`src/rtl/core/alc_pkg.sv`:
```
// alc_pkg: shared constants, types and tables for arc_length_on_circle
// no dependencies
`default_nettype none
package alc_pkg;
	localparam int CORDIC_STAGES = 18;
	localparam int FRAC_BITS = 16;
	localparam int CW = 36;   // cordic x/y width: values below 2^35 after growth, signed
	localparam int ZW = 36;   // angle width, Q32 signed
	localparam logic signed [ZW-1:0] PI_Q32 = 36'sh3243F6A89;
	localparam logic signed [ZW-1:0] TWO_PI_Q32 = 36'sh6487ED511;
	localparam int AW = 3 + FRAC_BITS;  // rounded angle width
	localparam logic [AW-1:0] TWO_PI_F =
		AW'((64'h6487ED511 + (64'd1 << (31 - FRAC_BITS))) >> (32 - FRAC_BITS));

	function automatic logic signed [ZW-1:0] atan_t(input int i);
		logic signed [ZW-1:0] t;
		case (i)
			0: t = 36'sd3373259426;
			1: t = 36'sd1991351318;
			2: t = 36'sd1052175346;
			3: t = 36'sd534100635;
			4: t = 36'sd268086748;
			5: t = 36'sd134174063;
			6: t = 36'sd67103403;
			7: t = 36'sd33553749;
			8: t = 36'sd16777131;
			9: t = 36'sd8388597;
			10: t = 36'sd4194303;
			default: t = ZW'(64'd2097152 >> (i - 11));
		endcase
		return t;
	endfunction

	typedef struct packed {
		logic signed [CW-1:0] x;
		logic signed [CW-1:0] y;
		logic signed [ZW-1:0] z;
		logic zero;
	} cvec_t;
endpackage
`default_nettype wire

```
`src/rtl/core/alc_scale.sv`:
```
// alc_scale: angle difference, rounding, direction and radius product
// depends on alc_pkg
`default_nettype none
module alc_scale (
	input wire logic clk,
	input wire logic en,
	input wire logic signed [alc_pkg::ZW-1:0] a1,
	input wire logic signed [alc_pkg::ZW-1:0] a2,
	input wire logic [30:0] r,
	input wire logic cw,
	output logic [33:0] arc_length
);
	import alc_pkg::*;
	logic signed [ZW-1:0] d;
	logic [ZW-1:0] dr;
	logic [AW-1:0] ang_s1;
	logic [30:0] r_s1;
	logic [30+AW:0] prod_s2;
	logic [AW-1:0] df;

	always_comb begin
		d = a2 - a1;
		if (d < 0) d = d + TWO_PI_Q32;
		dr = ZW'(d) + ZW'(64'd1 << (31 - FRAC_BITS));
		df = AW'(dr >> (32 - FRAC_BITS));
	end

	always_ff @(posedge clk) begin
		if (en) begin
			ang_s1 <= cw ? (TWO_PI_F - df) : df;
			r_s1 <= r;
			prod_s2 <= (31 + AW)'(r_s1) * (31 + AW)'(ang_s1);
			arc_length <= 34'((prod_s2 + (31 + AW)'(64'd1 << (FRAC_BITS - 1))) >> FRAC_BITS);
		end
	end
endmodule
`default_nettype wire

```
`config.mk`:
```
export PLATFORM = sky130hd
export DESIGN_NAME = alc_scale
export DESIGN_NICKNAME = d
export VERILOG_FILES = /design/src/rtl/core/alc_pkg.sv /design/src/rtl/core/alc_scale.sv
export SDC_FILE = /design/constraint.sdc
export NUM_CORES = 2
export LEC_CHECK = 0
export BUFFER_PORTS_ARGS = -buffer_cell sky130_fd_sc_hd__buf_2
export CORE_AREA = 2 2 221 223
export CTS_CLUSTER_DIAMETER = 150
export DETAILED_ROUTE_END_ITERATION = 8
export DIE_AREA = 0 0 223 225
export GPL_ROUTABILITY_DRIVEN = 1
export GPL_TIMING_DRIVEN = 0
export PLACE_DENSITY = 0.78
export SLEW_MARGIN = 20
export SYNTH_ARGS = -nofsm -noshare
export SYNTH_HDL_FRONTEND = slang
export SYNTH_SLANG_ARGS = --single-unit
```
`constraint.sdc`:
```
create_clock -name clk -period 8.1 [get_ports clk]
set_input_delay 2.43 -clock clk [delete_from_list [all_inputs] [get_ports clk]]
set_output_delay 2.43 -clock clk [all_outputs]
set_load 0.01 [all_outputs]
```
## Word-level counts from Yosys, hierarchy flattened

Index checks and enable logic that the tools add are counted.
Widths: inputs -> output; s select.

- Register bits: 134
- Bits of input ports: 106
- Word-level logic and storage cells: 13

- $add $sub $neg: 5
- $mul: 1
- Magnitude comparators: 1
- Muxes and demuxes: 2

Operators with widths:

| cell | count |
|---|---|
| $add 50x16->50 const B | 1 |
| $mul 31x19->50 | 1 |
| $lt 36x1->1 const B | 1 |
| $sub 36x36->36 | 1 |
| $add 35x16->35 const B | 1 |
| $add 35x34->35 const B | 1 |
| $mux 35 | 1 |
| $mux 19 | 1 |
| $sub 19x19->19 const A | 1 |

## Depth between registers and ports, before layout

- Word-level depth: 6
- Gate-level depth with buffers: 30

## Least setup slack after synthesis

OpenSTA, ideal clock, no wires.

- Path kind: register -> register
- Start: register r_s1[8]
- End: register prod_s2[44] (data pin)
- Setup time: 0.262 ns
- Data arrival time: 7.120 ns
- Required time: 7.838 ns
- Slack: 0.718 ns
- Stages on the path, launching flop included: 26
- Path buffers: 2
- Clock period less this slack: 7.382 ns
- Path through: edfxtp_1 > clkbuf_1 > clkbuf_1 > nand2_1 > fa_1 > inv_1 > fa_1 > fa_1 > fa_1 > inv_1 > fa_1 > fa_1 > inv_1 > ha_1 > nand4_1 > o311a_1 > o31ai_1 > a41oi_1 > o21bai_1 > a21oi_1 > o311a_1 > a211oi_1 > a41o_1 > a21oi_1 > o21bai_1 > xor2_1

- Cells in the longest elaborated chain, start to end: 1

Ends and longest elaborated chain:

| what | line | RTL |
|---|---|---|
| start, declared | alc_scale.sv:17 | `logic [30:0] r_s1;` |
| start signal, assigned | alc_scale.sv:31 | `r_s1 <= r;` |
| $mul 31x19->50 | alc_scale.sv:32 | `prod_s2 <= (31 + AW)'(r_s1) * (31 + AW)'(ang_s1);` |
| end signal, assigned | alc_scale.sv:32 |  |
| end, declared | alc_scale.sv:18 | `logic [30+AW:0] prod_s2;` |

Every way passes these cells.
A chain may end at the register's enable or synchronous reset.

## Worst setup path in the final report

- Start: register r_s1[27]
- End: register prod_s2[49] (data pin)

The elaborated chain is that of the path after synthesis.

==> run metrics <==
Post-Syn Area=26000 um2; initial antenna violation count=2; worst r2r dst=prod_s2[49]; H-Tree Depth=4; hold buffers post-CTS=0; vias post-DR=20400; Initial Utilization=54.8%; Worst setup endpoint=prod_s2[49]; worst relative slew slack=25.6%; Reg clk slew, reported paths=0.06 ns; kind of cell adding the most delay to the critical path=adder cells; Max Fclk=0.128 GHz; diode count=0; ANT nets after route=0; Die Wd=223 um; Levels on crit path=25; first-pass GRT wire length=112000 um; ranking of synthesized cells by area=fa_1 38%, edfxtp_1 14%, inv_1 8.5%, ha_1 8.1%, nand2_1 6.6%; row count=80; final core utilization=59.6%; #FFs+latches synth=119; # DRC=0; Clock Skew=0.00947 ns; EDFF count, synth=119; Hold Worst Slack=0.569 ns; Post-synth top flop=edfxtp_1; layout cell share with drive strength beyond 1=10.4%; post-DP HPWL=56700 um; # fillers=4058; CTS tree=done; Yosys cell types=101; CTS root buf=clkbuf_16; Clock Sinks=119; final setup margin=0.305 ns; crit start category=flop; Initial DRC Count=1602; TritonCTS buffer count=17; Placer Congestion=0.952; FFs w/ async S/R, synth=0%; reg2reg path depth=25; status=finished clean; syn_nets=3591; die area=50200 um2; Hold/Removal Path Class=flop to flop; worst path required time=8.31 ns; clk_lat worst skew=0.47 ns; placed cell count=3579; Vias/cell=5.64; total overflow reported by the global router=0; Max-Cap Viols=0; hold path depth=1; Final Max Slew Viols=0; RR Startpoint=r_s1[27]; PortBufs=139; Syn. warnings=0; Setup crit end kind=flop; Core Region=47500 um2; largest net degree at the start of global routing=71; synthesized area per cell=9.22 um2; min cycle time layout=7.80 ns; critical path's largest stage delay=0.55 ns; Fin. Hold Viols=0; Die H=225 um; Non-Filler Instances=3611; Buffers & Inverters on Critical Path=5; register area share after synthesis=13.7%; Setup Viol. Count Final=0; Final nets=3751; synthesis-to-layout area growth=8.84%; CP Max Fanout=10; first-pass iteration count of the detailed router=6; crit path from=r_s1[27]; Syn Inst Count=2824; Ports=140; Setup CP Type=flop to flop; worst-case clock buffer depth=2; area leader, netlist=fa_1; pre-CTS setup slack=-1.10 ns; RSZ-0062 raised after global routing=no; CP dominant cell by count=fa_1; area share of the largest cell type after synthesis=37.8%; Total GRT Usage=29.1%; vias in the first global route=21300; period utilization=96.2%; slowest cell on the critical path=clkbuf_1; Crit path arrival time=8.01 ns; worst slew pin tran=1.12 ns; R2R Setup Slk=0.30 ns; drt total wl=69300 um; drt wl/cell=19.2 um
## synthesized netlist by cell type, types with 17 or more instances
cell type  instances
edfxtp_1         119
nand3_1           36
xor2_1            41
nand4_1           17
inv_1            591
fa_1             492
a21o_1            27
nand2_1          458
nor2_1            69
clkbuf_1         117
a21oi_1           65
ha_1             169
xnor2_1           82
o21ai_0           34
and3_1            18
nor3_1            27
and2_1           205
## cell usage in the layout, fill, tap and decap left out, drive strengths merged, types with 5 or more instances in the layout
cell type / count
inv: 595
fa: 492
nand2: 459
and2: 205
buf: 177
ha: 169
edfxtp: 119
clkbuf: 113
xnor2: 86
nor2: 70
a21oi: 65
o21ai: 49
xor2: 41
nand3: 37
nor3: 30
a21o: 28
and3: 18
nand4: 18
o211ai: 15
a211oi: 14
nor2b: 13
a31oi: 12
nand2b: 11
o21bai: 11
o21a: 10
or3: 10
a211o: 7
mux2i: 7
o31ai: 7
nor4: 6
o31a: 5
o2111ai: 5
a31o: 5
a41oi: 5
o221ai: 5
or2: 5
clkinv: 5
## routing by layer
metal	global-route usage (%)	share of wire [%]
met5	0	0.056
met4	10.5	3.4
met3	5.80	8.7
met2	49.1	48
met1	37.4	40
## layout make-up
cell class | count | area, um2 | area share [%]
multi-input combinational | 1981 | 19800 | 69.8
clock inverter | 14 | 175 | 0.618
inverter | 592 | 2220 | 7.84
timing repair buffer | 161 | 900 | 3.17
tap | 615 | 769 | 2.71
buffer | 112 | 497 | 1.75
clock buffer | 17 | 425 | 1.50
sequential | 119 | 3570 | 12.6
## metrics by stage
stage / instance area [um2] / setup TNS (ns)
finish: 28300 / 0
global route: 28300 / 0
CTS: 28200 / 0
detailed placement: 27500 / -15.31
global placement: 27500 / -13.45
floorplan: 26000 / 0
## worst min-delay path by stage
stage / slack, ns / from / to
after floorplan: 0.54 / prod_s2[20] / arc_length[4]
after global placement: 0.55 / prod_s2[19] / arc_length[3]
after detailed placement: 0.56 / prod_s2[49] / arc_length[33]
after CTS: 0.57 / prod_s2[49] / arc_length[33]
after global routing: 0.59 / prod_s2[49] / arc_length[33]
final: 0.57 / prod_s2[49] / arc_length[33]
## worst reg2reg max path: cells and delay by family (launching register included)
kind / cells / cell delay, ns
compound gates: 11 / 2.58
buf+inv: 5 / 1.13
xor+xnor: 1 / 0.09
flops: 1 / 0.32
simple gates: 1 / 0.11
fa+ha+maj: 7 / 3.29
## flip-flops by register name (all words and copies together), names as in the netlist
register / flops
arc_length: 34
r_s1: 31
ang_s1: 19
prod_s2: 35
## logic make-up after synthesis
logic type	synth area share [%]
AOI/OAI and AO/OA	8.41
xor gates and xnor gates	4.52
and+or+nand+nor	16.4
muxes	0.404
DFF	13.7
adders and majority gates	46.0
buffers and inverters	10.5
## timing repair
item	CTS	global route
setup endpoints to repair	24	15
setup buffers	8	13
pin swaps	0	0
gates resized for setup	25	45
Power is left out: the tool's default activity adds up to more than one toggle a clock period on the data nets, which glitch-free logic cannot reach.
